**src/sv/i2c_master_byte_engine_unit_macros.svh**
```systemverilog
// assertion macros used by the i2c master byte engine sequencer
`ifndef I2C_MASTER_BYTE_ENGINE_UNIT_MACROS_SVH
`define I2C_MASTER_BYTE_ENGINE_UNIT_MACROS_SVH

`ifndef SYNTHESIS

// same-cycle implication, disabled while in reset
`define MBE_ASSERT_NOW(label, clk, rst_n, ante, cons) \
    label: assert property (@(posedge clk) disable iff (!rst_n) (ante) |-> (cons)) \
        else $error("i2c engine check failed");

// next-cycle implication, disabled while in reset
`define MBE_ASSERT_NXT(label, clk, rst_n, ante, cons) \
    label: assert property (@(posedge clk) disable iff (!rst_n) (ante) |=> (cons)) \
        else $error("i2c engine check failed");

`else

`define MBE_ASSERT_NOW(label, clk, rst_n, ante, cons)
`define MBE_ASSERT_NXT(label, clk, rst_n, ante, cons)

`endif

`endif

```
**src/sv/i2c_mbe_pkg.sv**
```systemverilog
// types and constants of the i2c master byte engine
package i2c_mbe_pkg;

    localparam int DELAY_W     = 16;
    localparam int BIT_IDX_W   = 4;
    localparam int IN_DATA_W   = 16;
    localparam int IN_USER_W   = 3;
    localparam int OUT_DATA_W  = 16;

    localparam logic [DELAY_W-1:0]   DELAY_RESET = 16'd240;
    localparam logic [BIT_IDX_W-1:0] BITS_PER_BYTE = 4'd8;

    typedef enum logic [2:0] {
        KIND_TICK  = 3'd0,
        KIND_START = 3'd1,
        KIND_STOP  = 3'd2,
        KIND_WRITE = 3'd3,
        KIND_READ  = 3'd4
    } kind_t;

    typedef enum logic [4:0] {
        PH_IDLE    = 5'd0,
        PH_ST_A    = 5'd1,
        PH_ST_B    = 5'd2,
        PH_ST_C    = 5'd3,
        PH_SP_A    = 5'd4,
        PH_SP_B    = 5'd5,
        PH_W_HIGH  = 5'd6,
        PH_W_LOW   = 5'd7,
        PH_WA_HIGH = 5'd8,
        PH_WA_LOW  = 5'd9,
        PH_R_RISE  = 5'd10,
        PH_R_HOLD  = 5'd11,
        PH_R_LOW   = 5'd12,
        PH_RA_HIGH = 5'd13,
        PH_RA_LOW  = 5'd14
    } phase_t;

    typedef struct packed {
        logic [2:0] kind;
        logic [7:0] byte_in;
        logic       ack_in;
        logic       sda_in;
    } item_t;

    typedef struct packed {
        logic       rejected;
        logic [7:0] read_byte;
        logic       done_res;
        logic       busy_res;
        logic       sda_release;
        logic       scl_release;
    } result_t;

endpackage

```
**src/sv/i2c_mbe_in_reg.sv**
```systemverilog
// input register slice holding one command transaction
module i2c_mbe_in_reg (
    input  logic                               aclk,
    input  logic                               aresetn,
    input  logic                               s_tvalid,
    output logic                               s_tready,
    input  logic [i2c_mbe_pkg::IN_DATA_W-1:0]  s_tdata,
    input  logic [i2c_mbe_pkg::IN_USER_W-1:0]  s_tuser,
    input  logic                               take,
    output logic                               item_valid,
    output i2c_mbe_pkg::item_t                 item
);
    import i2c_mbe_pkg::*;

    logic  valid_reg;
    logic  valid_next;
    item_t item_reg;

    assign s_tready   = !valid_reg || take;
    assign valid_next = s_tready ? s_tvalid : valid_reg;

    always_ff @(posedge aclk) begin
        if (!aresetn) begin
            valid_reg <= 1'b0;
        end else begin
            valid_reg <= valid_next;
        end
    end

    always_ff @(posedge aclk) begin
        if (s_tready && s_tvalid) begin
            item_reg.kind    <= s_tuser;
            item_reg.byte_in <= s_tdata[7:0];
            item_reg.ack_in  <= s_tdata[8];
            item_reg.sda_in  <= s_tdata[9];
        end
    end

    assign item_valid = valid_reg;
    assign item       = item_reg;

endmodule

```
**src/sv/i2c_mbe_seq.sv**
```systemverilog
// bus sequencer state and its one-tick next-state logic
`include "i2c_master_byte_engine_unit_macros.svh"

module i2c_mbe_seq (
    input  logic                             aclk,
    input  logic                             aresetn,
    input  logic                             step_en,
    input  i2c_mbe_pkg::item_t               item,
    input  logic [i2c_mbe_pkg::DELAY_W-1:0]  delay_ticks,
    output i2c_mbe_pkg::result_t             result
);
    import i2c_mbe_pkg::*;

    phase_t               phase_reg,    phase_next;
    logic [BIT_IDX_W-1:0] bit_reg,      bit_next;
    logic [7:0]           shift_reg,    shift_next;
    logic [DELAY_W-1:0]   wait_reg,     wait_next;
    logic                 scl_reg,      scl_next;
    logic                 sda_reg,      sda_next;
    logic                 ack_mode_reg, ack_mode_next;
    logic [7:0]           last_reg,     last_next;

    logic [DELAY_W-1:0]   eff_delay;
    logic [DELAY_W-1:0]   wait_dec;
    logic [7:0]           shift_in;
    logic                 is_cmd;
    logic                 rej;
    logic                 done;

    assign eff_delay = (delay_ticks == '0) ? {{(DELAY_W-1){1'b0}}, 1'b1} : delay_ticks;
    assign wait_dec  = (wait_reg != '0) ? wait_reg - 1'b1 : wait_reg;
    assign shift_in  = {shift_reg[6:0], item.sda_in};
    assign is_cmd    = (item.kind == KIND_START) || (item.kind == KIND_STOP)
                    || (item.kind == KIND_WRITE) || (item.kind == KIND_READ);

    always_comb begin
        phase_next    = phase_reg;
        bit_next      = bit_reg;
        shift_next    = shift_reg;
        wait_next     = wait_reg;
        scl_next      = scl_reg;
        sda_next      = sda_reg;
        ack_mode_next = ack_mode_reg;
        last_next     = last_reg;
        rej           = 1'b0;
        done          = 1'b0;

        if (phase_reg != PH_IDLE) begin
            rej       = is_cmd;
            wait_next = wait_dec;
            if (wait_dec == '0) begin
                case (phase_reg)
                    PH_ST_A: begin
                        sda_next   = 1'b0;
                        phase_next = PH_ST_B;
                        wait_next  = eff_delay;
                    end
                    PH_ST_B: begin
                        scl_next   = 1'b0;
                        phase_next = PH_ST_C;
                        wait_next  = eff_delay;
                    end
                    PH_SP_A: begin
                        sda_next   = 1'b1;
                        phase_next = PH_SP_B;
                        wait_next  = eff_delay;
                    end
                    PH_W_HIGH: begin
                        scl_next   = 1'b0;
                        bit_next   = bit_reg + 1'b1;
                        phase_next = PH_W_LOW;
                        wait_next  = eff_delay;
                    end
                    PH_W_LOW: begin
                        scl_next  = 1'b1;
                        wait_next = eff_delay;
                        if (bit_reg < BITS_PER_BYTE) begin
                            sda_next   = shift_reg[7];
                            shift_next = {shift_reg[6:0], 1'b0};
                            phase_next = PH_W_HIGH;
                        end else begin
                            sda_next   = 1'b1;
                            phase_next = PH_WA_HIGH;
                        end
                    end
                    PH_WA_HIGH: begin
                        scl_next   = 1'b0;
                        phase_next = PH_WA_LOW;
                        wait_next  = eff_delay;
                    end
                    PH_R_RISE: begin
                        shift_next = shift_in;
                        // a one-tick wait leaves no hold time: fall straight through
                        if (eff_delay == {{(DELAY_W-1){1'b0}}, 1'b1}) begin
                            scl_next   = 1'b0;
                            bit_next   = bit_reg + 1'b1;
                            phase_next = PH_R_LOW;
                            wait_next  = eff_delay;
                        end else begin
                            phase_next = PH_R_HOLD;
                            wait_next  = eff_delay - 1'b1;
                        end
                    end
                    PH_R_HOLD: begin
                        scl_next   = 1'b0;
                        bit_next   = bit_reg + 1'b1;
                        phase_next = PH_R_LOW;
                        wait_next  = eff_delay;
                    end
                    PH_R_LOW: begin
                        scl_next = 1'b1;
                        if (bit_reg < BITS_PER_BYTE) begin
                            phase_next = PH_R_RISE;
                            wait_next  = {{(DELAY_W-1){1'b0}}, 1'b1};
                        end else begin
                            last_next  = shift_reg;
                            sda_next   = !ack_mode_reg;
                            phase_next = PH_RA_HIGH;
                            wait_next  = eff_delay;
                        end
                    end
                    PH_RA_HIGH: begin
                        scl_next   = 1'b0;
                        phase_next = PH_RA_LOW;
                        wait_next  = eff_delay;
                    end
                    PH_RA_LOW: begin
                        sda_next   = 1'b1;
                        phase_next = PH_IDLE;
                        wait_next  = '0;
                        done       = 1'b1;
                    end
                    default: begin
                        phase_next = PH_IDLE;
                        wait_next  = '0;
                        done       = 1'b1;
                    end
                endcase
            end
        end else if (is_cmd) begin
            bit_next = '0;
            case (item.kind)
                KIND_START: begin
                    sda_next   = 1'b1;
                    scl_next   = 1'b1;
                    phase_next = PH_ST_A;
                    wait_next  = eff_delay;
                end
                KIND_STOP: begin
                    sda_next   = 1'b0;
                    scl_next   = 1'b1;
                    phase_next = PH_SP_A;
                    wait_next  = eff_delay;
                end
                KIND_WRITE: begin
                    sda_next   = item.byte_in[7];
                    shift_next = {item.byte_in[6:0], 1'b0};
                    scl_next   = 1'b1;
                    phase_next = PH_W_HIGH;
                    wait_next  = eff_delay;
                end
                default: begin
                    ack_mode_next = item.ack_in;
                    shift_next    = '0;
                    sda_next      = 1'b1;
                    scl_next      = 1'b1;
                    phase_next    = PH_R_RISE;
                    wait_next     = {{(DELAY_W-1){1'b0}}, 1'b1};
                end
            endcase
        end
    end

    always_comb begin
        result.scl_release = scl_next;
        result.sda_release = sda_next;
        result.busy_res    = (phase_next != PH_IDLE);
        result.done_res    = done;
        result.read_byte   = last_next;
        result.rejected    = rej;
    end

    always_ff @(posedge aclk) begin
        if (!aresetn) begin
            phase_reg    <= PH_IDLE;
            bit_reg      <= '0;
            shift_reg    <= '0;
            wait_reg     <= '0;
            scl_reg      <= 1'b1;
            sda_reg      <= 1'b1;
            ack_mode_reg <= 1'b0;
            last_reg     <= '0;
        end else if (step_en) begin
            phase_reg    <= phase_next;
            bit_reg      <= bit_next;
            shift_reg    <= shift_next;
            wait_reg     <= wait_next;
            scl_reg      <= scl_next;
            sda_reg      <= sda_next;
            ack_mode_reg <= ack_mode_next;
            last_reg     <= last_next;
        end
    end

    // a running sequence always has a wait pending, idle has none
    `MBE_ASSERT_NOW(a_busy_wait, aclk, aresetn, phase_reg != PH_IDLE, wait_reg != '0)
    `MBE_ASSERT_NOW(a_idle_wait, aclk, aresetn, phase_reg == PH_IDLE, wait_reg == '0)
    // bit counter never runs past the ack bit
    `MBE_ASSERT_NOW(a_bit_range, aclk, aresetn, 1'b1, bit_reg <= BITS_PER_BYTE)
    // a finishing tick leaves the engine idle
    `MBE_ASSERT_NXT(a_done_idle, aclk, aresetn, step_en && done,
                    phase_reg == PH_IDLE && !$stable(phase_reg))
    // the sample tick after an scl release is a single-tick wait
    `MBE_ASSERT_NXT(a_rise_wait, aclk, aresetn, step_en && phase_next == PH_R_RISE,
                    wait_reg == {{(DELAY_W-1){1'b0}}, 1'b1})

endmodule

```
**src/sv/i2c_mbe_out_reg.sv**
```systemverilog
// result register driving the master-side stream
module i2c_mbe_out_reg (
    input  logic                                aclk,
    input  logic                                aresetn,
    input  logic                                load,
    input  i2c_mbe_pkg::result_t                result,
    output logic                                free,
    output logic                                m_tvalid,
    input  logic                                m_tready,
    output logic [i2c_mbe_pkg::OUT_DATA_W-1:0]  m_tdata
);
    import i2c_mbe_pkg::*;

    logic    valid_reg;
    logic    valid_next;
    result_t data_reg;

    assign free       = !valid_reg || m_tready;
    assign valid_next = free ? load : valid_reg;

    always_ff @(posedge aclk) begin
        if (!aresetn) begin
            valid_reg <= 1'b0;
        end else begin
            valid_reg <= valid_next;
        end
    end

    always_ff @(posedge aclk) begin
        if (free && load) begin
            data_reg <= result;
        end
    end

    assign m_tvalid = valid_reg;
    assign m_tdata  = {{(OUT_DATA_W-$bits(result_t)){1'b0}}, data_reg};

endmodule

```
**src/sv/i2c_master_byte_engine_unit.sv**
```systemverilog
// top level of the i2c master byte engine: command stream in, bus line levels out
//
// Open-drain I2C master sequencer advanced by one tick per input transaction. While idle
// a transaction may carry a command (start, stop, write byte, read byte); while a
// sequence runs, commands are rejected and flagged, and every transaction just counts
// the current bus wait down. Each wait lasts delay_ticks ticks (zero behaves as one) and
// a changed delay applies from the next bus phase. A write shifts the byte out MSB first
// and then clocks a released ack bit without sampling it; a read samples SDA on the
// first tick after each SCL rise and then drives ACK or NACK as requested. Every input
// transaction gives exactly one result transaction carrying the SCL/SDA release levels,
// busy, a done pulse, the last read byte and the rejected flag. Throughput is one
// transaction per clock while m_tready is high; a transaction passes the input register
// and then the result register, with the whole tick update done in the sequencer logic
// between them. Either side may stall freely: the input register keeps accepting while
// the result register is drained. delay_ticks is written over its own valid/ready
// channel, always ready, and must only be changed while no transaction is in flight.
module i2c_master_byte_engine_unit (
    input  logic                                aclk,
    input  logic                                aresetn,
    // command stream
    input  logic                                s_tvalid,
    output logic                                s_tready,
    // [7:0] byte_in, [8] ack_in, [9] sda_in, [15:10] zero
    input  logic [i2c_mbe_pkg::IN_DATA_W-1:0]   s_tdata,
    // [2:0] kind
    input  logic [i2c_mbe_pkg::IN_USER_W-1:0]   s_tuser,
    // result stream
    output logic                                m_tvalid,
    input  logic                                m_tready,
    // [0] scl_release, [1] sda_release, [2] busy_res, [3] done_res,
    // [11:4] read_byte, [12] rejected, [15:13] zero
    output logic [i2c_mbe_pkg::OUT_DATA_W-1:0]  m_tdata,
    // delay register write channel
    input  logic                                cfg_valid,
    output logic                                cfg_ready,
    input  logic [i2c_mbe_pkg::DELAY_W-1:0]     cfg_data
);
    import i2c_mbe_pkg::*;

    logic               item_valid;
    item_t              item;
    logic               out_free;
    logic               step_en;
    result_t            result;
    logic [DELAY_W-1:0] delay_reg;

    // configuration is always accepted
    assign cfg_ready = 1'b1;

    always_ff @(posedge aclk) begin
        if (!aresetn) begin
            delay_reg <= DELAY_RESET;
        end else if (cfg_valid && cfg_ready) begin
            delay_reg <= cfg_data;
        end
    end

    // one tick is processed whenever a held item has a free result slot
    assign step_en = item_valid && out_free;

    i2c_mbe_in_reg u_in_reg (
        .aclk       (aclk),
        .aresetn    (aresetn),
        .s_tvalid   (s_tvalid),
        .s_tready   (s_tready),
        .s_tdata    (s_tdata),
        .s_tuser    (s_tuser),
        .take       (step_en),
        .item_valid (item_valid),
        .item       (item)
    );

    i2c_mbe_seq u_seq (
        .aclk        (aclk),
        .aresetn     (aresetn),
        .step_en     (step_en),
        .item        (item),
        .delay_ticks (delay_reg),
        .result      (result)
    );

    i2c_mbe_out_reg u_out_reg (
        .aclk     (aclk),
        .aresetn  (aresetn),
        .load     (step_en),
        .result   (result),
        .free     (out_free),
        .m_tvalid (m_tvalid),
        .m_tready (m_tready),
        .m_tdata  (m_tdata)
    );

endmodule
```
**config.mk**
```make
export PLATFORM = sky130hd
export DESIGN_NAME = i2c_master_byte_engine_unit
export DESIGN_NICKNAME = d
export VERILOG_FILES = /design/src/sv/i2c_mbe_pkg.sv /design/src/sv/i2c_mbe_in_reg.sv /design/src/sv/i2c_mbe_seq.sv /design/src/sv/i2c_mbe_out_reg.sv /design/src/sv/i2c_master_byte_engine_unit.sv
export VERILOG_INCLUDE_DIRS = /design/src /design/src/sv
export SDC_FILE = /design/constraint.sdc
export NUM_CORES = 1
export LEC_CHECK = 0
export ABC_AREA = 0
export BUFFER_PORTS_ARGS = -buffer_cell sky130_fd_sc_hd__buf_2
export CORE_MARGIN = 1.5
export CORE_UTILIZATION = 30
export DETAILED_ROUTE_END_ITERATION = 8
export SLEW_MARGIN = 20
export SYNTH_ARGS = -nofsm -noshare
export SYNTH_HDL_FRONTEND = slang
export SYNTH_SLANG_ARGS = --single-unit
```
**constraint.sdc**
```tcl
create_clock -name aclk -period 3.63 [get_ports aclk]
set_input_delay 0.363 -clock aclk [delete_from_list [all_inputs] [get_ports aclk]]
set_output_delay 0.363 -clock aclk [all_outputs]
set_load 0.01 [all_outputs]
```
==> flow_summary.html, run 1 <==
<table>
<tr><th>Metric</th><th>Value</th></tr>
<tr><th colspan="2">Synthesis</th></tr>
<tr><td>Netlist Area Pre-Place</td><td>0.00534 mm^2</td></tr>
<tr><td>Portion of netlist area occupied by mux cells</td><td>7.17%</td></tr>
<tr><td>Share of the yosys chip area belonging to registers</td><td>37.8%</td></tr>
<tr><td>Number of register bits inferred by synthesis</td><td>88</td></tr>
<tr><td>Simple-gate share of the synthesized area</td><td>24.8%</td></tr>
<tr><td>Dominant combinational cell family by area after synthesis</td><td>simple AND/OR/NAND/NOR gates</td></tr>
<tr><td>Dominant synthesized flop cell</td><td>sky130_fd_sc_hd__dfxtp_1</td></tr>
<tr><td>Number of enable flip-flop cells after synthesis</td><td>26</td></tr>
<tr><td>Number of cells produced by synthesis</td><td>623</td></tr>
<tr><td>Synthesized area per cell</td><td>8.58 um^2</td></tr>
<tr><td>Count of different cell masters after synthesis</td><td>80</td></tr>
<tr><td>Post-synthesis async set-or-reset flop share</td><td>0%</td></tr>
<tr><td>Post-synthesis share of cell area spent on xor and xnor gates</td><td>1.48%</td></tr>
<tr><td>Compound-Gate Fraction of Synth Area</td><td>22.6%</td></tr>
<tr><td>Adder-cell share of the synthesized area</td><td>0.937%</td></tr>
<tr><td>Yosys warning total</td><td>0</td></tr>
<tr><th colspan="2">Clock network</th></tr>
<tr><td>Clock Latency Late Sink</td><td>0.34 ns</td></tr>
<tr><td>Clk sinks</td><td>88</td></tr>
<tr><td>Maximum level of the CTS H-tree</td><td>3</td></tr>
<tr><td>Total of hold buffers inserted after clock tree synthesis</td><td>0</td></tr>
<tr><td>Clk pin slew, worst setup/hold paths</td><td>0.07 ns</td></tr>
<tr><td>CTS max path bufs</td><td>2</td></tr>
<tr><td>Cts bufs inserted</td><td>9</td></tr>
<tr><td>Root Driver</td><td>sky130_fd_sc_hd__clkbuf_16</td></tr>
<tr><td>CTS tree</td><td>yes</td></tr>
<tr><td>CTS-repair resized insts</td><td>0</td></tr>
<tr><td>Number of buffers inserted by post-CTS setup repair</td><td>0</td></tr>
<tr><th colspan="2">Worst setup path</th></tr>
<tr><td>Count of buffer and inverter cells on the critical path</td><td>3</td></tr>
<tr><td>Logic depth of the worst register-to-register path</td><td>12</td></tr>
<tr><td>Worst path required time</td><td>3.72 ns</td></tr>
<tr><td>Critical-path top delay cell</td><td>sky130_fd_sc_hd__mux2_2</td></tr>
<tr><td>Termination of the worst setup path</td><td>u_out_reg.m_tdata[7]</td></tr>
<tr><td>Endpoint of the worst register-to-register path</td><td>u_out_reg.m_tdata[7]</td></tr>
<tr><td>Cells traversed along the worst timing path</td><td>inv_1, ha_1, buf_4, nor4b_1, nand4_1, mux2_2, nor3_1, buf_4, and4_1, nand2_1, nor2_4, mux2_2</td></tr>
<tr><td>Critical path fanouts, max</td><td>8</td></tr>
<tr><td>Slowest cell delay on critical path</td><td>0.39 ns</td></tr>
<tr><td>Startpoint type of the worst setup path</td><td>flop</td></tr>
<tr><td>Cell depth of the worst setup path</td><td>12</td></tr>
<tr><td>Beginning of the worst register-to-register path</td><td>u_seq.wait_reg[0]</td></tr>
<tr><td>Reg2reg setup slack</td><td>0.33 ns</td></tr>
<tr><td>Kind of critical path</td><td>flop to flop</td></tr>
<tr><td>Critical path arrival</td><td>3.39 ns</td></tr>
<tr><td>Start point of the critical path</td><td>u_seq.wait_reg[0]</td></tr>
<tr><td>Category of the worst setup path capture point</td><td>flop</td></tr>
<tr><td>Kind of cell with the highest combined delay on the critical path</td><td>simple AND/OR/NAND/NOR gates</td></tr>
<tr><th colspan="2">Placement</th></tr>
<tr><td>Number of instances in the placed design</td><td>879</td></tr>
<tr><td>DP HPWL</td><td>10.0 mm</td></tr>
<tr><td>Post-place setup slack</td><td>0.313 ns</td></tr>
<tr><td>I/O Buffers</td><td>48</td></tr>
<tr><td>Placer congestion estimate</td><td>0.886</td></tr>
<tr><th colspan="2">Die</th></tr>
<tr><td>Starting density of the core</td><td>30.8%</td></tr>
<tr><td>Number of rows created at floorplan</td><td>48</td></tr>
<tr><td>Number of top-level pins</td><td>59</td></tr>
<tr><td>Core Region</td><td>0.0174 mm^2</td></tr>
<tr><td>DIE WIDTH</td><td>136 um</td></tr>
<tr><td>Die Footprint</td><td>0.0186 mm^2</td></tr>
<tr><td>Die Y-Extent</td><td>136 um</td></tr>
<tr><th colspan="2">Route</th></tr>
<tr><td>Pre-antenna DRT Iters</td><td>5</td></tr>
<tr><td>Vias after detailed routing</td><td>4876</td></tr>
<tr><td>DRT antenna net count</td><td>0</td></tr>
<tr><td>Initial detailed-routing violation count</td><td>529</td></tr>
<tr><td>DR DRC count</td><td>0</td></tr>
<tr><td>Routed len/inst</td><td>15.6 um</td></tr>
<tr><td>Vias per std cell</td><td>5.45</td></tr>
<tr><td>Routed Wire Length</td><td>13.9 mm</td></tr>
<tr><th colspan="2">STA</th></tr>
<tr><td>Final Setup Violations</td><td>0</td></tr>
<tr><td>Maximum achievable frequency</td><td>0.303 GHz</td></tr>
<tr><td>Setup repair after global routing missed its margin</td><td>false</td></tr>
<tr><td>Number of pins exceeding their max-slew limit in the final report</td><td>0</td></tr>
<tr><td>Fraction of the cycle the final worst path needs</td><td>90.9%</td></tr>
<tr><td>Setup TNS</td><td>0 ns</td></tr>
<tr><td>Slew Limit Headroom</td><td>45.8%</td></tr>
<tr><td>Setup slack after layout</td><td>0.331 ns</td></tr>
<tr><td>Final period demand of the worst path</td><td>3.30 ns</td></tr>
<tr><td>Final Hold Violating Endpoints</td><td>0</td></tr>
<tr><td>Transition time at the pin with the least slew margin</td><td>0.808 ns</td></tr>
<tr><td>Worst clock skew</td><td>0.00960 ns</td></tr>
<tr><th colspan="2">Cells and area</th></tr>
<tr><td>Final layout net count</td><td>709</td></tr>
<tr><td># diodes</td><td>0</td></tr>
<tr><td>Layout-stage area growth over the synthesis result</td><td>16.0%</td></tr>
<tr><td>Final Instance Count excl. Fillers</td><td>895</td></tr>
<tr><td>Final core area utilization</td><td>35.7%</td></tr>
<tr><td>Fraction of layout cells with a size suffix above 1</td><td>18.5%</td></tr>
<tr><th colspan="2">Flow run</th></tr>
<tr><td>Number of max-capacitance violations reported</td><td>0</td></tr>
<tr><th colspan="2">Outcome</th></tr>
<tr><td>Result of the run</td><td>finished, final reports clean</td></tr>
<tr><th colspan="2">Global route</th></tr>
<tr><td>Sum of overflow across all layers after global routing</td><td>0</td></tr>
<tr><td>GRT Total Usage</td><td>15.2%</td></tr>
<tr><td>Pin count of the biggest net entering global routing</td><td>44</td></tr>
<tr><td>Initial antenna violation count</td><td>0</td></tr>
<tr><td>Global-route wire length before repair</td><td>22.6 mm</td></tr>
<tr><td>Via count of the first global-routing pass</td><td>4297</td></tr>
<tr><th colspan="2">Pwr</th></tr>
<tr><td>Leakage component of the power</td><td>2.36 nW</td></tr>
<tr><td>Power per cell area</td><td>442 mW/mm^2</td></tr>
<tr><td>Peak ir drop on the vdd network</td><td>0.263 mV</td></tr>
<tr><th colspan="2">Min path</th></tr>
<tr><td>Min-Delay Path Depth</td><td>1</td></tr>
<tr><td>Min-Delay Path Class</td><td>input port to flop</td></tr>
</table>
==> Yosys cell counts (all sizes together), types with 10 or more instances <==
library cell,number,share of area (%)
mux2i,27,5.1
mux2,10,2.1
nand2,41,2.9
nand4,11,1.6
nand3,26,2.4
nor3,23,2.5
nor2,58,4.3
clkbuf,33,2.3
and2,10,1.2
nor2b,27,3.2
o21ai,46,4.3
a31oi,15,1.8
a21oi,43,4.1
edfxtp,26,15
buf,13,1.7
inv,12,0.84
dfxtp,62,23
==> through the flow <==
step / power (W) / hold WS (ns) / cell area [um^2]
6_report: 0.00274 / 0.190 / 6200
5_1_grt: 0.00287 / 0.182 / 6200
4_1_cts: 0.00276 / 0.177 / 6200
3_5_place_dp: 0.00176 / 0.485 / 5880
3_3_place_gp: 0.00176 / 0.474 / 5880
2_1_floorplan: 0.00155 / 0.453 / 5350
==> layout make-up <==
cell class	count	area, um^2
clock buffers	10	229
flip-flops and latches	88	2020
well taps	225	282
inverters	13	48.8
fillers	1783	11200
clock inverters	6	93.8
repair buffers	75	455
multi-input cells	478	3070
==> how the worst min path moves through the flow <==
stage                            end        startpoint
detailed placement  u_seq.bit_reg[1]  u_seq.bit_reg[1]
global route        u_in_reg.item[3]        s_tdata[1]
CTS                 u_in_reg.item[3]        s_tdata[1]
finish              u_in_reg.item[5]        s_tdata[3]
global placement    u_seq.bit_reg[1]  u_seq.bit_reg[1]
floorplan           u_seq.bit_reg[1]  u_seq.bit_reg[1]
==> per-layer routing <==
layer,up-vias,part of all wire (%),global-route usage (%)
li1,2403,-,-
met1,2312,49,22.6
met2,152,45,23.2
met3,9,4.6,1.53
met4,0,0.93,4.37
met5,-,0,0
==> cells in the final DEF, fill, tap and decap left out, types with 27 or more instances in the layout <==
cell	instances
sky130_fd_sc_hd__a21oi_1	42
sky130_fd_sc_hd__o21ai_0	45
sky130_fd_sc_hd__mux2i_1	27
sky130_fd_sc_hd__buf_2	48
sky130_fd_sc_hd__nor2b_1	27
sky130_fd_sc_hd__dfxtp_1	62
sky130_fd_sc_hd__nor2_1	56
sky130_fd_sc_hd__nand2_1	41
==> cell families (layout without fill, tap and decap cells) <==
family,count (synthesis),count (layout)
simple gates,244,244
compound gates,180,180
flops,88,88
buf+inv,59,104
mux,37,37
xor+xnor,9,9
fa+ha+maj,4,4
other cells,2,4
==> where the power goes <==
| part | switching [W] | internal [W] | leakage, nW | total [W] |
|---|---|---|---|---|
| Sequential | 0.0000591 | 0.00106 | 0.754 | 0.00112 |
| Combinational | 0.000362 | 0.000264 | 1.45 | 0.000626 |
| Clock | 0.000389 | 0.000608 | 0.153 | 0.000997 |
(Power assumes the default switching activity.)
==> run 2: changes to the inputs <==
Settings changed: CELL_PAD_IN_SITES_DETAIL_PLACEMENT set to 2, CELL_PAD_IN_SITES_GLOBAL_PLACEMENT set to 2, PLACE_DENSITY_LB_ADDON set to 0.1.
==> run 2 against run 1 <==
Net effect: first-iteration DRC count is 45% lower; sequential power about the same; wire length up 30%; non-clock buffer count is 5 higher; total power shrank 0.16%; die area did not move; clock-buffer cell count decreased by 1; utilization hardly changed; clock skew fell by 0.0059 ns; cell area about the same; highest routed layer unchanged.
==> flow_summary.html, run 2 (same netlist as run 1, synthesis figures left out) <==
<table>
<tr><th>Metric</th><th>Value</th></tr>
<tr><th colspan="2">STA</th></tr>
<tr><td>Worst clock skew</td><td>0.00368 ns (-0.00591 ns)</td></tr>
<tr><td>Setup repair after global routing missed its margin</td><td>true</td></tr>
<tr><td>Number of pins exceeding their max-slew limit in the final report</td><td>0 (unchanged)</td></tr>
<tr><td>Fraction of the cycle the final worst path needs</td><td>94.5% (+3.6 points)</td></tr>
<tr><td>Maximum achievable frequency</td><td>0.291 GHz (-3.9%)</td></tr>
<tr><td>Final period demand of the worst path</td><td>3.43 ns (+0.132 ns)</td></tr>
<tr><td>Final Setup Violations</td><td>0 (unchanged)</td></tr>
<tr><td>Transition time at the pin with the least slew margin</td><td>0.867 ns (+0.0589 ns)</td></tr>
<tr><td>Final Hold Violating Endpoints</td><td>0 (unchanged)</td></tr>
<tr><td>Setup TNS</td><td>0 ns (unchanged)</td></tr>
<tr><td>Hold Slack</td><td>0.180 ns (-0.0101 ns)</td></tr>
<tr><td>Slew Limit Headroom</td><td>41.9% (-3.9 points)</td></tr>
<tr><th colspan="2">Clock network</th></tr>
<tr><td>Maximum level of the CTS H-tree</td><td>3 (unchanged)</td></tr>
<tr><td>CTS max path bufs</td><td>2 (unchanged)</td></tr>
<tr><td>Root Driver</td><td>sky130_fd_sc_hd__clkbuf_16</td></tr>
<tr><td>Clk sinks</td><td>88 (unchanged)</td></tr>
<tr><td>Clock Latency Late Sink</td><td>0.35 ns (about the same)</td></tr>
<tr><td>Clk pin slew, worst setup/hold paths</td><td>0.08 ns (about the same)</td></tr>
<tr><td>CTS tree</td><td>yes</td></tr>
<tr><td>Total of hold buffers inserted after clock tree synthesis</td><td>0 (unchanged)</td></tr>
<tr><td>Cts bufs inserted</td><td>9 (unchanged)</td></tr>
<tr><th colspan="2">Placement</th></tr>
<tr><td>Post-place instance area</td><td>0.00590 mm^2 (+0.43%)</td></tr>
<tr><td>I/O Buffers</td><td>48 (unchanged)</td></tr>
<tr><td>DP HPWL</td><td>13.4 mm (+34%)</td></tr>
<tr><td>Number of instances in the placed design</td><td>884 (+0.57%)</td></tr>
<tr><td>Placer congestion estimate</td><td>0.808 (-8.7%)</td></tr>
<tr><th colspan="2">Route</th></tr>
<tr><td>Met1 Wirelength</td><td>8.07 mm (+17%)</td></tr>
<tr><td>Pre-antenna DRT Iters</td><td>4 (-1)</td></tr>
<tr><td>Met2 layer wire length in the routed design</td><td>9.41 mm (+50%)</td></tr>
<tr><td>DRT antenna net count</td><td>0 (unchanged)</td></tr>
<tr><td>DR DRC count</td><td>0 (unchanged)</td></tr>
<tr><td>Routed len/inst</td><td>20.1 um (+29%)</td></tr>
<tr><td>Highest routing layer actually used</td><td>met4</td></tr>
<tr><td>Vias per std cell</td><td>5.56 (+2.0%)</td></tr>
<tr><td>Vias after detailed routing</td><td>5002 (+2.6%)</td></tr>
<tr><td>Met3 Routed Length</td><td>386 um (-39%)</td></tr>
<tr><td>Initial detailed-routing violation count</td><td>292 (-45%)</td></tr>
<tr><td>Routed Wire Length</td><td>18.1 mm (+30%)</td></tr>
<tr><th colspan="2">Min path</th></tr>
<tr><td>Start point of the worst min-delay path</td><td>s_tdata[1]</td></tr>
<tr><td>Min-Delay Path Class</td><td>input port to flop</td></tr>
<tr><th colspan="2">Pwr</th></tr>
<tr><td>Switching Fraction</td><td>33.8% (+4.3 points)</td></tr>
<tr><td>Leakage component of the power</td><td>2.38 nW (+0.63%)</td></tr>
<tr><td>Peak ir drop on the vdd network</td><td>0.240 mV (-8.8%)</td></tr>
<tr><td>Clk network pwr share</td><td>35.1% (-1.3 points)</td></tr>
<tr><td>Share of total power in sequential cells</td><td>40.8% (about the same)</td></tr>
<tr><td>Power per cell area</td><td>441 mW/mm^2 (-0.22%)</td></tr>
<tr><td>Cell internal power dissipation</td><td>0.00181 W (-6.2%)</td></tr>
<tr><td>Power share of the combinational group</td><td>24.1% (+1.3 points)</td></tr>
<tr><td>Switching power</td><td>0.000926 W (+14%)</td></tr>
<tr><th colspan="2">Global route</th></tr>
<tr><td>Pin count of the biggest net entering global routing</td><td>39 (-11%)</td></tr>
<tr><td>Global-route wire length before repair</td><td>29.6 mm (+31%)</td></tr>
<tr><td>Via count of the first global-routing pass</td><td>5507 (+28%)</td></tr>
<tr><td>Sum of overflow across all layers after global routing</td><td>0 (unchanged)</td></tr>
<tr><td>Initial antenna violation count</td><td>0 (unchanged)</td></tr>
<tr><td>GRT Total Usage</td><td>20.7% (+5.5 points)</td></tr>
<tr><th colspan="2">Worst setup path</th></tr>
<tr><td>Endpoint of the worst register-to-register path</td><td>u_seq.wait_reg[12]</td></tr>
<tr><td>Kind of critical path</td><td>flop to flop</td></tr>
<tr><td>Beginning of the worst register-to-register path</td><td>u_seq.wait_reg[0]</td></tr>
<tr><td>Category of the worst setup path capture point</td><td>flop</td></tr>
<tr><td>Logic depth of the worst register-to-register path</td><td>12 (unchanged)</td></tr>
<tr><td>Startpoint type of the worst setup path</td><td>flop</td></tr>
<tr><td>Termination of the worst setup path</td><td>u_seq.wait_reg[12]</td></tr>
<tr><td>Critical path arrival</td><td>3.66 ns (+0.27 ns)</td></tr>
<tr><td>Reg2reg setup slack</td><td>0.20 ns (-0.13 ns)</td></tr>
<tr><td>Critical path fanouts, max</td><td>12 (+4)</td></tr>
<tr><td>Start point of the critical path</td><td>u_seq.wait_reg[0]</td></tr>
<tr><td>Worst path required time</td><td>3.86 ns (+0.14 ns)</td></tr>
<tr><th colspan="2">Flow run</th></tr>
<tr><td>Number of max-capacitance violations reported</td><td>0 (unchanged)</td></tr>
<tr><th colspan="2">Die</th></tr>
<tr><td>Number of rows created at floorplan</td><td>48 (unchanged)</td></tr>
<tr><td>DIE WIDTH</td><td>136 um (unchanged)</td></tr>
<tr><td>Die Footprint</td><td>0.0186 mm^2 (unchanged)</td></tr>
<tr><td>Number of top-level pins</td><td>59 (unchanged)</td></tr>
<tr><td>Core Region</td><td>0.0174 mm^2 (unchanged)</td></tr>
<tr><td>Die Y-Extent</td><td>136 um (unchanged)</td></tr>
<tr><td>Starting density of the core</td><td>30.8% (unchanged)</td></tr>
<tr><th colspan="2">Cells and area</th></tr>
<tr><td>Commonest non-fill, non-tap cell in the layout</td><td>sky130_fd_sc_hd__dfxtp_1</td></tr>
<tr><td># diodes</td><td>0 (unchanged)</td></tr>
<tr><td>Final Instance Count excl. Fillers</td><td>900 (+0.56%)</td></tr>
<tr><td>Layout-stage area growth over the synthesis result</td><td>16.1% (about the same)</td></tr>
<tr><td>Fraction of layout cells with a size suffix above 1</td><td>19.4% (+0.90 points)</td></tr>
<tr><td>Final layout net count</td><td>714 (+0.71%)</td></tr>
<tr><td>Layout filler cell count</td><td>1995 (+12%)</td></tr>
<tr><td>Final instance area</td><td>0.00620 mm^2 (about the same)</td></tr>
<tr><td>Most used cells in the layout excluding fill and tap cells</td><td>62 x sky130_fd_sc_hd__dfxtp_1, 56 x sky130_fd_sc_hd__nor2_1, 48 x sky130_fd_sc_hd__buf_2, 45 x sky130_fd_sc_hd__o21ai_0, 42 x sky130_fd_sc_hd__a21oi_1</td></tr>
<tr><th colspan="2">Outcome</th></tr>
<tr><td>Result of the run</td><td>finished, final reports clean</td></tr>
</table>
run 2: worst min path at each step:
stage	cells after the start	slack, ns	to
finish	1	0.18	u_in_reg.item[3]
global route	1	0.16	u_in_reg.item[5]
floorplan	2	0.45	u_seq.bit_reg[1]
global placement	2	0.47	u_seq.bit_reg[1]
CTS	1	0.17	u_in_reg.item[3]
detailed placement	2	0.50	u_seq.last_reg[3]
run 2: routing by layer:
| metal | vias up | global-route usage, % |
|---|---|---|
| li1 | 2399 | - |
| met1 | 2526 | 25.0 |
| met2 | 63 | 37.5 |
| met3 | 14 | 3.02 |
| met4 | 0 | 6.44 |
| met5 | - | 0 |
run 2: worst max-delay path, cell delays in order, from the launching register on:
cell	delay [ns]
sky130_fd_sc_hd__dfxtp_1	0.36
sky130_fd_sc_hd__inv_1	0.09
sky130_fd_sc_hd__ha_1	0.20
sky130_fd_sc_hd__or4b_1	0.51
sky130_fd_sc_hd__nor4_4	0.24
sky130_fd_sc_hd__mux2_2	0.40
sky130_fd_sc_hd__a2111oi_4	0.27
sky130_fd_sc_hd__and4_2	0.34
sky130_fd_sc_hd__buf_4	0.21
sky130_fd_sc_hd__nor2_1	0.08
sky130_fd_sc_hd__buf_4	0.19
sky130_fd_sc_hd__a221oi_1	0.30
sky130_fd_sc_hd__a21oi_1	0.11
run 2: power groups by stage:
stage	sequential, W	clock, W	combinational, W
final	0.00112	0.000960	0.000660
after global routing	0.00113	0.00104	0.000727
after CTS	0.00112	0.000991	0.000670
after detailed placement	0.00114	0	0.000662
after global placement	0.00114	0	0.000645
after floorplan	0.00112	0	0.000438
run 2: timing repair:
action | CTS | global route
endpoints found under the setup margin | 0 | 1
resized for setup | 0 | 1
buffers inserted | 0 | 0
run 2: layout make-up:
type / count / area (um^2) / area share [%]
multi-input combinational: 478 / 3070 / 49.5
sequential: 88 / 2020 / 32.6
timing repair buffer: 80 / 480 / 7.75
tap: 225 / 282 / 4.54
clock buffer: 9 / 225 / 3.63
clock inverter: 7 / 75.1 / 1.21
inverter: 13 / 48.8 / 0.787
run 2: metrics by stage:
stage | total power [W] | util [%] | worst slack, ns
6_report | 0.00274 | 35.7 | 0.198
5_1_grt | 0.00289 | 35.7 | -0.00493
4_1_cts | 0.00278 | 35.7 | 0.135
3_5_place_dp | 0.00180 | 34.0 | 0.171
3_3_place_gp | 0.00178 | 34.0 | 0.282
2_1_floorplan | 0.00155 | - | 0.348
==> run 3: changes to the inputs <==
Settings changed: BUFFER_PORTS_ARGS -buffer_cell sky130_fd_sc_hd__buf_2 to not set, DONT_BUFFER_PORTS set to 1, SYNTH_HIERARCHICAL set to 1.
==> run 3 against run 2 <==
Net effect: utilization grew 0.79 points; synthesized cell count rose by 3.7%; critical path type unchanged; area after synthesis grew 2.1%; register-to-register slack lost 0.09 ns; worst hold slack worse by 0.088 ns; via count rose by 3.7%; fmax is 2.5% lower; combinational power up 26%.
==> flow_summary.html, run 3 <==
<table>
<tr><th>Metric</th><th>Value</th></tr>
<tr><th colspan="2">Clock network</th></tr>
<tr><td>Maximum level of the CTS H-tree</td><td>3 (unchanged)</td></tr>
<tr><td>Clock Latency Late Sink</td><td>0.35 ns (about the same)</td></tr>
<tr><td>Root Driver</td><td>sky130_fd_sc_hd__clkbuf_16</td></tr>
<tr><td>CTS tree</td><td>yes</td></tr>
<tr><td>Clk sinks</td><td>88 (unchanged)</td></tr>
<tr><td>CTS max path bufs</td><td>2 (unchanged)</td></tr>
<tr><td>Cts bufs inserted</td><td>9 (unchanged)</td></tr>
<tr><td>Clk pin slew, worst setup/hold paths</td><td>0.07 ns (about the same)</td></tr>
<tr><th colspan="2">Cells and area</th></tr>
<tr><td>Final Instance Count excl. Fillers</td><td>924 (+2.7%)</td></tr>
<tr><td>Final core area utilization</td><td>36.5% (+0.79 points)</td></tr>
<tr><td>Final layout net count</td><td>734 (+2.8%)</td></tr>
<tr><td>Fraction of layout cells with a size suffix above 1</td><td>21.6% (+2.2 points)</td></tr>
<tr><td># diodes</td><td>0 (unchanged)</td></tr>
<tr><td>Final instance area</td><td>0.00654 mm^2 (+5.4%)</td></tr>
<tr><td>Most used cells in the layout excluding fill and tap cells</td><td>74 x sky130_fd_sc_hd__buf_4, 62 x sky130_fd_sc_hd__dfxtp_1, 58 x sky130_fd_sc_hd__nor2_1, 52 x sky130_fd_sc_hd__nand2_1, 48 x sky130_fd_sc_hd__a21oi_1</td></tr>
<tr><td>Commonest non-fill, non-tap cell in the layout</td><td>sky130_fd_sc_hd__buf_4</td></tr>
<tr><td>Layout-stage area growth over the synthesis result</td><td>19.9%</td></tr>
<tr><th colspan="2">Worst setup path</th></tr>
<tr><td>Beginning of the worst register-to-register path</td><td>u_seq/wait_reg[0]</td></tr>
<tr><td>Termination of the worst setup path</td><td>u_out_reg/m_tdata[2]</td></tr>
<tr><td>Logic depth of the worst register-to-register path</td><td>12 (unchanged)</td></tr>
<tr><td>Slowest cell delay on critical path</td><td>0.50 ns (about the same)</td></tr>
<tr><td>Worst path required time</td><td>3.69 ns (-0.17 ns)</td></tr>
<tr><td>Start point of the critical path</td><td>u_seq/wait_reg[0]</td></tr>
<tr><td>Kind of critical path</td><td>flop to flop</td></tr>
<tr><td>Critical-path top delay cell</td><td>sky130_fd_sc_hd__or4b_4</td></tr>
<tr><td>Reg2reg setup slack</td><td>0.11 ns (-0.09 ns)</td></tr>
<tr><td>Endpoint of the worst register-to-register path</td><td>u_out_reg/m_tdata[2]</td></tr>
<tr><td>Cells traversed along the worst timing path</td><td>inv_1, ha_2, or4b_4, nor4_4, buf_4, o211ai_1, or4b_1, or4_4, buf_6, mux2i_1, nor3_1, nand4_1</td></tr>
<tr><td>Category of the worst setup path capture point</td><td>flop</td></tr>
<tr><td>Critical path arrival</td><td>3.58 ns (-0.08 ns)</td></tr>
<tr><td>Startpoint type of the worst setup path</td><td>flop</td></tr>
<tr><td>Critical path fanouts, max</td><td>11 (-1)</td></tr>
<tr><th colspan="2">Route</th></tr>
<tr><td>DRT antenna net count</td><td>0 (unchanged)</td></tr>
<tr><td>Pre-antenna DRT Iters</td><td>4 (unchanged)</td></tr>
<tr><td>Routed len/inst</td><td>21.6 um (+7.2%)</td></tr>
<tr><td>Vias after detailed routing</td><td>5187 (+3.7%)</td></tr>
<tr><td>DR DRC count</td><td>0 (unchanged)</td></tr>
<tr><td>Initial detailed-routing violation count</td><td>216 (-26%)</td></tr>
<tr><td>Routed Wire Length</td><td>20.0 mm (+10%)</td></tr>
<tr><td>Vias per std cell</td><td>5.61 (+1.0%)</td></tr>
<tr><th colspan="2">Die</th></tr>
<tr><td>Number of rows created at floorplan</td><td>49 (+2.1%)</td></tr>
<tr><td>Starting density of the core</td><td>30.5% (-0.31 points)</td></tr>
<tr><td>Die Y-Extent</td><td>138 um (+1.0%)</td></tr>
<tr><td>Die Footprint</td><td>0.0190 mm^2 (+2.1%)</td></tr>
<tr><td>Core Region</td><td>0.0179 mm^2 (+3.1%)</td></tr>
<tr><td>Number of top-level pins</td><td>59 (unchanged)</td></tr>
<tr><td>DIE WIDTH</td><td>138 um (+1.0%)</td></tr>
<tr><th colspan="2">Outcome</th></tr>
<tr><td>Result of the run</td><td>finished, final reports clean</td></tr>
<tr><th colspan="2">STA</th></tr>
<tr><td>Slew Limit Headroom</td><td>42.2% (+0.28 points)</td></tr>
<tr><td>Setup repair after global routing missed its margin</td><td>false</td></tr>
<tr><td>Final period demand of the worst path</td><td>3.52 ns (+0.0878 ns)</td></tr>
<tr><td>Fraction of the cycle the final worst path needs</td><td>97.0% (+2.4 points)</td></tr>
<tr><td>Number of pins exceeding their max-slew limit in the final report</td><td>0 (unchanged)</td></tr>
<tr><td>Transition time at the pin with the least slew margin</td><td>0.866 ns (-0.000617 ns)</td></tr>
<tr><td>Worst clock skew</td><td>0.00847 ns (+0.00478 ns)</td></tr>
<tr><td>Maximum achievable frequency</td><td>0.284 GHz (-2.5%)</td></tr>
<tr><td>Final Hold Violating Endpoints</td><td>0 (unchanged)</td></tr>
<tr><td>Final Setup Violations</td><td>0 (unchanged)</td></tr>
<tr><th colspan="2">Pwr</th></tr>
<tr><td>Power per cell area</td><td>443 mW/mm^2 (+0.40%)</td></tr>
<tr><td>Leakage component of the power</td><td>2.45 nW (+3.0%)</td></tr>
<tr><td>Peak ir drop on the vdd network</td><td>0.207 mV (-14%)</td></tr>
<tr><td>Design Power</td><td>0.00290 W (+5.8%)</td></tr>
<tr><th colspan="2">Synthesis</th></tr>
<tr><td>Share of the yosys chip area belonging to registers</td><td>37.1% (-0.78 points)</td></tr>
<tr><td>Yosys warning total</td><td>6 (+6)</td></tr>
<tr><td>Netlist Area Pre-Place</td><td>0.00546 mm^2 (+2.1%)</td></tr>
<tr><td>Post-synth top area share</td><td>22.8% (-0.48 points)</td></tr>
<tr><td>Post-synthesis async set-or-reset flop share</td><td>0% (unchanged)</td></tr>
<tr><td>Number of register bits inferred by synthesis</td><td>88 (unchanged)</td></tr>
<tr><td>Dominant synthesized flop cell</td><td>sky130_fd_sc_hd__dfxtp_1</td></tr>
<tr><td>Number of cells produced by synthesis</td><td>646 (+3.7%)</td></tr>
<tr><td>Number of enable flip-flop cells after synthesis</td><td>26 (unchanged)</td></tr>
<tr><td>Synthesized area per cell</td><td>8.44 um^2 (-1.5%)</td></tr>
<tr><td>Leading post-synthesis cells by cell area</td><td>sky130_fd_sc_hd__dfxtp_1 23%, sky130_fd_sc_hd__edfxtp_1 14%, sky130_fd_sc_hd__mux2i_1 7.0%</td></tr>
<tr><td>Count of different cell masters after synthesis</td><td>76 (-5.0%)</td></tr>
<tr><td>Top cell type by total area after synthesis</td><td>sky130_fd_sc_hd__dfxtp_1</td></tr>
<tr><td>Dominant cell by count in the synthesized netlist</td><td>sky130_fd_sc_hd__dfxtp_1</td></tr>
<tr><td>Top post-synthesis cells by count</td><td>62 x sky130_fd_sc_hd__dfxtp_1, 59 x sky130_fd_sc_hd__nor2_1, 52 x sky130_fd_sc_hd__nand2_1</td></tr>
<tr><th colspan="2">Global route</th></tr>
<tr><td>Global-route wire length before repair</td><td>31.7 mm (+7.2%)</td></tr>
<tr><td>GRT Total Usage</td><td>22.0% (+1.3 points)</td></tr>
<tr><td>Initial antenna violation count</td><td>0 (unchanged)</td></tr>
<tr><td>Via count of the first global-routing pass</td><td>5509 (+0.036%)</td></tr>
<tr><td>Sum of overflow across all layers after global routing</td><td>0 (unchanged)</td></tr>
<tr><td>Pin count of the biggest net entering global routing</td><td>44 (+13%)</td></tr>
<tr><th colspan="2">Min path</th></tr>
<tr><td>Min-Delay Path Class</td><td>input port to flop</td></tr>
<tr><th colspan="2">Placement</th></tr>
<tr><td>Number of instances in the placed design</td><td>904 (+2.3%)</td></tr>
<tr><td>Placer congestion estimate</td><td>0.837 (+3.6%)</td></tr>
<tr><td>DP HPWL</td><td>15.1 mm (+13%)</td></tr>
<tr><td>I/O Buffers</td><td>0 (-100%)</td></tr>
<tr><td>Post-place instance area</td><td>0.00611 mm^2 (+3.6%)</td></tr>
<tr><th colspan="2">Flow run</th></tr>
<tr><td>Number of max-capacitance violations reported</td><td>0 (unchanged)</td></tr>
</table>
## run 3: changes by cell type in the layout (fill, tap and decap cells not counted), sizes merged, moves of 5 or more
cell    previous run  this run
mux2i             27        38
nor2b             27        14
nand2b             7        18
nor3              23        28
nand2             41        52
o211a              8         1
inv               15        20
nand3             26        20
a21oi             43        50
or2                3         8
## run 3: layer usage
metal	track usage, %	vias to the layer above	wire (um)
li1	-	2453	-
met1	30.8	2611	9660
met2	34.9	100	9230
met3	2.92	23	664
met4	7.06	0	393
met5	0	-	0
## run 3: what timing repair did
action / 4_1_cts / 5_1_grt
hold buffers: 0 / 0
pin swaps: 2 / 1
endpoints found under the setup margin: 50 / 53
hold endpoints to repair: 0 / 0
buffers inserted: 3 / 0
gates cloned: 1 / 0
resized for setup: 9 / 12
## run 3: layout make-up
cell class / count / area (um^2)
inverters: 15 / 56.3
clock buffers: 9 / 225
clock inverters: 7 / 70.1
flip-flops and latches: 88 / 2020
well taps: 229 / 287
repair buffers: 78 / 627
multi-input cells: 498 / 3250
fillers: 2048 / 11400
## run 3: worst min-delay path by stage
| stage | slack, ns | from | end | depth (start not counted) |
|---|---|---|---|---|
| 2_1_floorplan | 0.45 | u_seq/ack_mode_reg | u_seq/ack_mode_reg | 2 |
| 3_3_place_gp | 0.43 | aresetn | delay_reg[5] | 1 |
| 3_5_place_dp | 0.44 | aresetn | delay_reg[6] | 1 |
| 4_1_cts | 0.07 | aresetn | delay_reg[6] | 1 |
| 5_1_grt | 0.07 | aresetn | delay_reg[5] | 1 |
| 6_report | 0.09 | aresetn | delay_reg[6] | 1 |
## run 3: per-stage QoR
step / hold slack (ns) / TNS (ns) / worst slack (ns)
finish: 0.0921 / 0 / 0.111
floorplan: 0.454 / 0 / 0.0850
CTS: 0.0724 / 0 / 0.0137
detailed placement: 0.440 / -3.76 / -0.161
global route: 0.0746 / 0 / 0.00246
global placement: 0.434 / -0.698 / -0.0681
## run 3: cell families (layout without fill, tap and decap cells)
| kind of cell | Yosys count | in the layout | synth area share (%) |
|---|---|---|---|
| other cells | 2 | 4 | 0.138 |
| flops | 88 | 88 | 37.1 |
| buf+inv | 63 | 109 | 5.57 |
| simple gates | 259 | 260 | 25.3 |
| fa+ha+maj | 4 | 4 | 0.917 |
| compound gates | 171 | 171 | 20.2 |
| mux | 48 | 48 | 9.04 |
| xor+xnor | 11 | 11 | 1.77 |
## run 3: power breakdown
part	total, W	switching [W]	internal, W
combinational	0.000829	0.000466	0.000363
sequential	0.00113	0.0000639	0.00107
clock	0.000939	0.000451	0.000488
total	0.00290	0.000982	0.00192
## run 3: critical path: cells and delay by family (launching register included)
family / cells / cell delay, ns
fa+ha+maj: 1 / 0.21
buf+inv: 3 / 0.44
simple gates: 6 / 2.03
flops: 1 / 0.32
mux: 1 / 0.13
compound gates: 1 / 0.09
